$ cat config.mk
export PLATFORM = sky130hd
export DESIGN_NAME = sorted_key_table
export DESIGN_NICKNAME = d
export VERILOG_FILES = /design/src/sv/skt_pkg.sv /design/src/sv/sorted_key_table.sv /design/src/sv/skt_ram.sv
export SDC_FILE = /design/constraint.sdc
export NUM_CORES = 2
export LEC_CHECK = 0
export ABC_AREA = 1
export BUFFER_PORTS_ARGS = -buffer_cell sky130_fd_sc_hd__buf_2
export CAP_MARGIN = 10
export CORE_MARGIN = 5
export CORE_UTILIZATION = 57
export CTS_CLUSTER_DIAMETER = 40
export DETAILED_ROUTE_END_ITERATION = 8
export GPL_ROUTABILITY_DRIVEN = 0
export GPL_TIMING_DRIVEN = 0
export PLACE_DENSITY = 0.85
export SLEW_MARGIN = 20
export SYNTH_ARGS = -nofsm -noshare
export SYNTH_HDL_FRONTEND = slang
export SYNTH_HIERARCHICAL = 1
export SYNTH_SLANG_ARGS = --single-unit
$ cat constraint.sdc
create_clock -name clk -period 6.4 [get_ports clk]
set_input_delay 0.32 -clock clk [delete_from_list [all_inputs] [get_ports clk]]
set_output_delay 0.32 -clock clk [all_outputs]
set_load 0.03 [all_outputs]
$ cat src/sv/skt_pkg.sv
package skt_pkg;

    // Field widths of one transfer
    localparam int KEY_W    = 32;
    localparam int HANDLE_W = 16;
    localparam int STATUS_W = 2;
    localparam int COUNT_W  = 7;

    // Operation codes
    localparam logic OP_INSERT = 1'b0;
    localparam logic OP_LOOKUP = 1'b1;

    // Result status codes
    localparam logic [STATUS_W-1:0] ST_INSERTED = 2'd0;
    localparam logic [STATUS_W-1:0] ST_FULL     = 2'd1;
    localparam logic [STATUS_W-1:0] ST_FOUND    = 2'd2;
    localparam logic [STATUS_W-1:0] ST_MISSING  = 2'd3;

    // One table entry as held in the entry memory
    typedef struct packed {
        logic signed [KEY_W-1:0] key;
        logic [HANDLE_W-1:0]     handle;
    } entry_t;

    localparam int ENTRY_W = KEY_W + HANDLE_W;

endpackage

$ cat src/sv/sorted_key_table.sv
// Channel   Direction  Handshake           Payload
// in        input      in_valid/in_stall   op, key, record_handle
// out       output     out_valid/out_stall status, found_handle, entry_count
//
// One item at a time. Binary search: each probe reads the midpoint, then compares;
// up to ceil(log2(count+1)) probes, then a closing step. A lookup then reads and
// checks the entry at the found place, if there is one; an insert moves each entry
// at or above that place up one (read, then write), then writes the new entry.
// Every result loads the output register; a full-table insert goes straight to it.
// Reset clears the entry count and control state, not the memory. A new item is
// taken while the previous result still waits on out_stall.
module sorted_key_table #(
    parameter int DEPTH = 64
) (
    input  logic                                clk,
    input  logic                                rst_n,
    input  logic                                in_valid,
    output logic                                in_stall,
    input  logic                                op,
    input  logic signed [skt_pkg::KEY_W-1:0]    key,
    input  logic [skt_pkg::HANDLE_W-1:0]        record_handle,
    output logic                                out_valid,
    input  logic                                out_stall,
    output logic [skt_pkg::STATUS_W-1:0]        status,
    output logic [skt_pkg::HANDLE_W-1:0]        found_handle,
    output logic [skt_pkg::COUNT_W-1:0]         entry_count
);

    import skt_pkg::*;

    localparam int AW = $clog2(DEPTH);
    localparam int CW = $clog2(DEPTH + 1);

    localparam logic [2:0] S_IDLE  = 3'd0;
    localparam logic [2:0] S_SRCH  = 3'd1;
    localparam logic [2:0] S_CMP   = 3'd2;
    localparam logic [2:0] S_CHECK = 3'd3;
    localparam logic [2:0] S_SH_RD = 3'd4;
    localparam logic [2:0] S_SH_WR = 3'd5;
    localparam logic [2:0] S_WRITE = 3'd6;
    localparam logic [2:0] S_DONE  = 3'd7;

    logic [2:0]              state_reg, state_next;
    logic                    op_reg, op_next;
    logic signed [KEY_W-1:0] key_reg, key_next;
    logic [HANDLE_W-1:0]     handle_reg, handle_next;
    logic [CW-1:0]           lo_reg, lo_next;
    logic [CW-1:0]           hi_reg, hi_next;
    logic [AW-1:0]           mid_reg, mid_next;
    logic [CW-1:0]           pos_reg, pos_next;
    logic [AW-1:0]           src_reg, src_next;
    logic [CW-1:0]           fill_reg, fill_next;
    logic [STATUS_W-1:0]     res_st_reg, res_st_next;
    logic [HANDLE_W-1:0]     res_fh_reg, res_fh_next;

    logic                    out_valid_reg, out_valid_next;
    logic [STATUS_W-1:0]     status_reg, status_next;
    logic [HANDLE_W-1:0]     found_handle_reg, found_handle_next;
    logic [COUNT_W-1:0]      entry_count_reg, entry_count_next;

    logic                    in_xfer;
    logic                    out_free;
    logic [CW:0]             mid_sum;
    logic [CW-1:0]           mid_full;
    logic [CW-1:0]           fill_less1;

    logic                    rd_en;
    logic [AW-1:0]           rd_addr;
    logic                    wr_en;
    logic [AW-1:0]           wr_addr;
    entry_t                  wr_entry;
    logic [ENTRY_W-1:0]      rd_word;
    entry_t                  rd_entry;

    // Entry memory: key and handle side by side
    skt_ram #(
        .WIDTH (ENTRY_W),
        .DEPTH (DEPTH)
    ) u_entries (
        .clk     (clk),
        .wr_en   (wr_en),
        .wr_addr (wr_addr),
        .wr_data (wr_entry),
        .rd_en   (rd_en),
        .rd_addr (rd_addr),
        .rd_data (rd_word)
    );

    assign rd_entry = rd_word;

    assign in_stall  = (state_reg != S_IDLE);
    assign in_xfer   = in_valid && !in_stall;
    assign out_free  = !out_valid_reg || !out_stall;

    assign mid_sum    = {1'b0, lo_reg} + {1'b0, hi_reg};
    assign mid_full   = mid_sum[CW:1];
    assign fill_less1 = fill_reg - CW'(1);

    // Sequencer: search, then check or shift and write, then post the result
    always_comb
    begin
        state_next  = state_reg;
        op_next     = op_reg;
        key_next    = key_reg;
        handle_next = handle_reg;
        lo_next     = lo_reg;
        hi_next     = hi_reg;
        mid_next    = mid_reg;
        pos_next    = pos_reg;
        src_next    = src_reg;
        fill_next   = fill_reg;
        res_st_next = res_st_reg;
        res_fh_next = res_fh_reg;
        rd_en       = 1'b0;
        rd_addr     = mid_full[AW-1:0];
        wr_en       = 1'b0;
        wr_addr     = src_reg + AW'(1);
        wr_entry    = rd_entry;

        unique case (state_reg)
            S_IDLE:
            begin
                if (in_xfer)
                begin
                    op_next     = op;
                    key_next    = key;
                    handle_next = record_handle;
                    lo_next     = '0;
                    hi_next     = fill_reg;
                    res_fh_next = '0;
                    if (op == OP_INSERT && fill_reg == CW'(DEPTH))
                    begin
                        res_st_next = ST_FULL;
                        state_next  = S_DONE;
                    end
                    else
                    begin
                        state_next = S_SRCH;
                    end
                end
            end

            S_SRCH:
            begin
                if (lo_reg < hi_reg)
                begin
                    // Probe the midpoint
                    rd_en      = 1'b1;
                    mid_next   = mid_full[AW-1:0];
                    state_next = S_CMP;
                end
                else
                begin
                    pos_next = lo_reg;
                    if (op_reg == OP_LOOKUP)
                    begin
                        if (lo_reg < fill_reg)
                        begin
                            rd_en      = 1'b1;
                            rd_addr    = lo_reg[AW-1:0];
                            state_next = S_CHECK;
                        end
                        else
                        begin
                            res_st_next = ST_MISSING;
                            state_next  = S_DONE;
                        end
                    end
                    else if (lo_reg == fill_reg)
                    begin
                        state_next = S_WRITE;
                    end
                    else
                    begin
                        src_next   = fill_less1[AW-1:0];
                        state_next = S_SH_RD;
                    end
                end
            end

            S_CMP:
            begin
                if (rd_entry.key < key_reg)
                begin
                    lo_next = CW'(mid_reg) + CW'(1);
                end
                else
                begin
                    hi_next = CW'(mid_reg);
                end
                state_next = S_SRCH;
            end

            S_CHECK:
            begin
                if (rd_entry.key == key_reg)
                begin
                    res_st_next = ST_FOUND;
                    res_fh_next = rd_entry.handle;
                end
                else
                begin
                    res_st_next = ST_MISSING;
                end
                state_next = S_DONE;
            end

            S_SH_RD:
            begin
                rd_en      = 1'b1;
                rd_addr    = src_reg;
                state_next = S_SH_WR;
            end

            S_SH_WR:
            begin
                // Move one entry up; reads never overtake this write
                wr_en = 1'b1;
                if (src_reg == pos_reg[AW-1:0])
                begin
                    state_next = S_WRITE;
                end
                else
                begin
                    src_next   = src_reg - AW'(1);
                    state_next = S_SH_RD;
                end
            end

            S_WRITE:
            begin
                wr_en           = 1'b1;
                wr_addr         = pos_reg[AW-1:0];
                wr_entry.key    = key_reg;
                wr_entry.handle = handle_reg;
                fill_next       = fill_reg + CW'(1);
                res_st_next     = ST_INSERTED;
                state_next      = S_DONE;
            end

            S_DONE:
            begin
                if (out_free)
                begin
                    state_next = S_IDLE;
                end
            end

            default:
            begin
                state_next = S_IDLE;
            end
        endcase
    end

    // Output register: load on completion, drop after the transfer
    always_comb
    begin
        out_valid_next    = out_valid_reg && out_stall;
        status_next       = status_reg;
        found_handle_next = found_handle_reg;
        entry_count_next  = entry_count_reg;
        if (state_reg == S_DONE && out_free)
        begin
            out_valid_next    = 1'b1;
            status_next       = res_st_reg;
            found_handle_next = res_fh_reg;
            entry_count_next  = COUNT_W'(fill_reg);
        end
    end

    // Control state
    always_ff @(posedge clk or negedge rst_n)
    begin
        if (!rst_n)
        begin
            state_reg     <= S_IDLE;
            fill_reg      <= '0;
            out_valid_reg <= 1'b0;
        end
        else
        begin
            state_reg     <= state_next;
            fill_reg      <= fill_next;
            out_valid_reg <= out_valid_next;
        end
    end

    // Working and result payload
    always_ff @(posedge clk)
    begin
        op_reg           <= op_next;
        key_reg          <= key_next;
        handle_reg       <= handle_next;
        lo_reg           <= lo_next;
        hi_reg           <= hi_next;
        mid_reg          <= mid_next;
        pos_reg          <= pos_next;
        src_reg          <= src_next;
        res_st_reg       <= res_st_next;
        res_fh_reg       <= res_fh_next;
        status_reg       <= status_next;
        found_handle_reg <= found_handle_next;
        entry_count_reg  <= entry_count_next;
    end

    assign out_valid    = out_valid_reg;
    assign status       = status_reg;
    assign found_handle = found_handle_reg;
    assign entry_count  = entry_count_reg;

`ifndef SYNTHESIS
    a_fill_bound: assert property (@(posedge clk) disable iff (!rst_n)
        fill_reg <= CW'(DEPTH))
        else $error("entry count above table depth");

    a_fill_step: assert property (@(posedge clk) disable iff (!rst_n)
        (fill_reg != $past(fill_reg)) |-> (fill_reg == $past(fill_reg) + CW'(1)))
        else $error("entry count moved by other than one");

    a_accept_busy: assert property (@(posedge clk) disable iff (!rst_n)
        in_xfer |=> (state_reg != S_IDLE))
        else $error("sequencer idle after accepting an item");

    a_handle_zero: assert property (@(posedge clk) disable iff (!rst_n)
        (out_valid && status != ST_FOUND) |-> (found_handle == '0))
        else $error("handle not zero on a result without a match");

    a_write_phase: assert property (@(posedge clk) disable iff (!rst_n)
        wr_en |-> (state_reg == S_SH_WR || state_reg == S_WRITE))
        else $error("entry memory written outside the insert phases");
`endif

endmodule

$ cat src/sv/skt_ram.sv
module skt_ram #(
    parameter int WIDTH = 48,
    parameter int DEPTH = 64
) (
    input  logic                     clk,
    input  logic                     wr_en,
    input  logic [$clog2(DEPTH)-1:0] wr_addr,
    input  logic [WIDTH-1:0]         wr_data,
    input  logic                     rd_en,
    input  logic [$clog2(DEPTH)-1:0] rd_addr,
    output logic [WIDTH-1:0]         rd_data
);

    logic [WIDTH-1:0] mem [DEPTH];

    // Write one word, read one word with registered output
    always_ff @(posedge clk)
    begin
        if (wr_en)
        begin
            mem[wr_addr] <= wr_data;
        end
        if (rd_en)
        begin
            rd_data <= mem[rd_addr];
        end
    end

endmodule
==> results.json, run 1 <==
{
  "yosys_most_used_dff": "edfxtp_1",
  "stop_error": "[ERROR GRT-0116] Global routing finished with congestion. Check the congestion regions in the DRC Viewer.",
  "die_w_um": 491,
  "ys_seq_elements": 3255,
  "synth-warning-count": 6,
  "cts.sinks": 3255,
  "synthCells": 10800,
  "start_util": 0.573,
  "ioPinCount": 80,
  "dp.final_hpwl_um": 374000,
  "syn_area_per_cell_um2": 12.2,
  "synth_top_area_frac": 0.738,
  "synth_cell_type_count": 47,
  "cts_setup_buffers": 0,
  "ys_seq_area_frac": 0.740,
  "synth_top_area_cell": "edfxtp_1",
  "async_flop_share": 0.00338,
  "grt_pass1_vias": 128000,
  "port_buffers": 79,
  "ctsResizeCount": 0,
  "rows": 176,
  "status": "stopped before the end",
  "synth_edf_count": 3244,
  "grt_max_degree": 33,
  "lastStage": "global routing",
  "cts_buffer_depth": 4,
  "grt-ovfl-total": 475,
  "grt.total_usage": 0.662,
  "root_buffer": "clkbuf_16",
  "syn_area_um2": 132000,
  "cts_max_level": 5,
  "placed_cells": 14300,
  "syn_nets": 10900,
  "numCtsBuffers": 377,
  "grt_pass1_wl_um": 1110000,
  "die_y_um": 491,
  "ctsHoldBuffers": 53,
  "synth_area_leaders": "edfxtp_1 (74%), nand3_1 (11%), nand2_1 (10%)"
}
## Yosys cell counts (4+ instances only)
cell type	count
a21oi_1	28
buf_1	59
buf_2	374
buf_4	59
buf_6	69
buf_8	6
clkbuf_1	121
dfrtp_1	11
edfxtp_1	3244
ha_1	55
inv_1	118
inv_2	5
nand2_1	3518
nand3_1	2880
nand4_1	19
nor2_1	110
nor3_1	8
nor4_1	9
o211ai_1	5
o21ai_0	59
o21ai_1	14
o21ai_2	4
xor2_1	16
## stage by stage
stage	setup TNS, ps	instance area (um2)	setup WS (ps)	utilization
after floorplan	-165450	132000	-456	-
after CTS	0	158000	669	0.688
after global placement	-	136000	-9280	0.592
after detailed placement	0	145000	837	0.631
## cells by family after synthesis
logic type,after synthesis,share of synthesized area
AO/OA/AOI/OAI,123,0.00514
AND/OR/NAND/NOR,6557,0.215
buffers and inverters,816,0.0330
flip-flops,3255,0.740
adder cells (fa/ha/maj),56,0.00537
XOR/XNOR,19,0.00126
## routing by layer
layer,overflow,GRT usage
met3,71,0.630
met4,176,0.568
met2,172,0.770
met5,10,0.432
met1,46,0.646
==> inputs of run 2 (changes only) <==
--- a/config.mk
+++ b/config.mk
@@ -9,12 +9,11 @@
 export BUFFER_PORTS_ARGS = -buffer_cell sky130_fd_sc_hd__buf_2
 export CAP_MARGIN = 10
 export CORE_MARGIN = 5
-export CORE_UTILIZATION = 57
-export CTS_CLUSTER_DIAMETER = 40
+export CORE_UTILIZATION = 40
 export DETAILED_ROUTE_END_ITERATION = 8
 export GPL_ROUTABILITY_DRIVEN = 0
 export GPL_TIMING_DRIVEN = 0
-export PLACE_DENSITY = 0.85
+export PLACE_DENSITY_LB_ADDON = 0.15
 export SLEW_MARGIN = 20
 export SYNTH_ARGS = -nofsm -noshare
 export SYNTH_HDL_FRONTEND = slang
==> constraint.sdc (replaced) <==
create_clock -name clk -period 8.3 [get_ports clk]
set_input_delay 0.415 -clock clk [delete_from_list [all_inputs] [get_ports clk]]
set_output_delay 0.415 -clock clk [all_outputs]
set_load 0.03 [all_outputs]
==> run 2 against run 1 <==
  * Synthesized cell count unchanged
  * Area after synthesis unchanged
  * The run now ends clean
==> results.json, run 2 <==
{
  "cpMaxStageDelayCell": "o211ai_1",
  "synth_area_leaders": "edfxtp_1 (74%), nand3_1 (11%), nand2_1 (10%)",
  "reg2reg_depth": 18,
  "drive_above_1_share": 0.141,
  "reg2reg_slack_ps": 1220,
  "drt-initial-drc-count": 16300,
  "ys_seq_elements": 3255,
  "detail-route-antenna-nets": 0,
  "whs_path_depth": 2,
  "detail_route.wl_per_cell_um": 34.6,
  "syn_area_per_cell_um2": 12.2,
  "final_cell_mix": "nand2_1 (3,518), edfxtp_1 (3,244), nand3_1 (2,880), buf_2 (519), clkbuf_16 (350)",
  "cts_buffer_depth": 4,
  "async_flop_share": 0.00338,
  "grtUsageMet1": 0.435,
  "dp_slack_ps": 1590,
  "dp.final_hpwl_um": 419000,
  "synth_edf_count": 3244,
  "root_buffer": "clkbuf_16",
  "synth_top_area_cell": "edfxtp_1",
  "finalCritPeriodShare": 0.853,
  "cts_max_level": 5,
  "die_y_um": 584,
  "critPathKind": "reg -> reg",
  "dr.pass1.iters": 8,
  "synth_most_common_cell": "nand2_1",
  "dieArea_um2": 341000,
  "yosys_most_used_dff": "edfxtp_1",
  "cts.reportedPaths.clkPinSlew_ps": 60,
  "grt_pass1_wl_um": 760000,
  "start_util": 0.401,
  "crit_chain": "ha_1, inv_1, nor3_1, o21ai_2, nand2_1, nand3_2, o211ai_1, buf_2, buf_2, buf_2, buf_2, nand3_1, nand3_1, nand3_1, nand3_1, nand2_1, nand2_1, nand2_1",
  "status": "finished clean",
  "synth-warning-count": 6,
  "fmax_mhz": 141,
  "cp-end-kind": "register",
  "dr_total_vias": 97900,
  "top_usage_layer": "met2",
  "drv_slew": 0,
  "drc": 0,
  "clock_latency_ps": 980,
  "worst_pin_slew_ps": 1330,
  "fin_crit_ps": 7080,
  "met2_usage": 0.488,
  "cts_setup_buffers": 0,
  "worstPathArrival_ps": 7700,
  "finalNetCount": 11900,
  "numCtsBuffers": 347,
  "start_kind": "register",
  "syn_nets": 10900,
  "ys_seq_area_frac": 0.740,
  "area_growth_pct": 21.2,
  "crit_family": "simple AND/OR/NAND/NOR gates",
  "rows": 211,
  "setup_tns_ps": 0,
  "synth_cell_type_count": 47,
  "finalSetupViolations": 0,
  "synth_top_area_frac": 0.738,
  "placed_cells": 15700,
  "grt_pass1_vias": 89000,
  "finalNonFillerCells": 16400,
  "core_area_um2": 329000,
  "syn_area_um2": 132000,
  "critPathMaxStageDelay_ps": 970,
  "drt-total-wl_um": 570000,
  "die_w_um": 584,
  "grt_antenna_before_repair": 65,
  "ioPinCount": 80,
  "slew_headroom": 0.115,
  "final_common_cell": "nand2_1",
  "via_per_inst": 5.95,
  "skew_ps": 58.1,
  "rsz0062_at_grt": "no",
  "maxCapViolations": 0,
  "grt-ovfl-total": 0,
  "post-route-util": 0.485,
  "crit_buf_inv": 5,
  "synthCells": 10800,
  "yosys-top-cells-count": "nand2_1 (3,518), edfxtp_1 (3,244), nand3_1 (2,880)",
  "holdCritPathClass": "in -> reg",
  "largest_reg_flops": 3072,
  "cp.depth": 18,
  "met3_usage": 0.0858,
  "crit_path_max_fanout": 10,
  "worst_ep_required_time_ps": 8920,
  "grt.total_usage": 0.325,
  "port_buffers": 79,
  "grt_max_degree": 31,
  "cts_tree": "done",
  "timing.final.hold_violations": 0,
  "fin_ws_ps": 1220,
  "cts.sinks": 3255
}
[run 2: layer usage]
| metal | up-vias | wire length (um) |
|---|---|---|
| li1 | 40600 | - |
| met1 | 49000 | 210000 |
| met2 | 7031 | 248000 |
| met3 | 1287 | 75600 |
| met4 | 16 | 36500 |
| met5 | - | 109 |
[run 2: path summary, 6_finish.rpt]
kind,startpoint,endpoint
hold / removal,key[4],key_reg[4]$_DFFE_PP_
min in group asynchronous,rst_n,out_valid$_DFF_PN0_
hold reg to reg,res_fh_reg[3]$_SDFFCE_PN0P_,found_handle[3]$_DFFE_PP_
setup reg to reg,lo_reg[3]$_SDFFCE_PN0P_,u_entries/rd_data[15]$_DFFE_PP_
max in group asynchronous,rst_n,fill_reg[3]$_DFFE_PN0P_
setup / recovery,lo_reg[3]$_SDFFCE_PN0P_,u_entries/rd_data[15]$_DFFE_PP_
[run 2: cell type report]
cell class	count	area (um2)
multi-input combinational	6755	31000
tap	4366	5460
buffer	689	3910
clock buffer	427	9060
timing repair buffer	607	10300
fill	28800	170000
inverter	127	479
sequential	3255	97700
clock inverter	206	2020
antenna	16	40.0
[run 2: what timing repair did]
| action | CTS | global route |
|---|---|---|
| hold buffers | 53 | 0 |
| endpoints found under the hold margin | 78 | 0 |
| gates resized for setup | 0 | 0 |
[run 2: cells by family after synthesis]
logic type | share of synthesized area
adders and majority gates | 0.00537
xor gates and xnor gates | 0.00126
AOI/OAI and AO/OA | 0.00514
and+or+nand+nor | 0.215
DFF | 0.740
buffers and inverters | 0.0330
[run 2: through the flow]
step	cell area, um2	hold WS, ps
after global placement	138000	329
after global routing	160000	183
final	160000	184
after floorplan	132000	119
after detailed placement	148000	333
after CTS	160000	131
Power of run 2 is not shown: default switching activity piles up to over one toggle a cycle in this logic, so the estimate is an artifact.
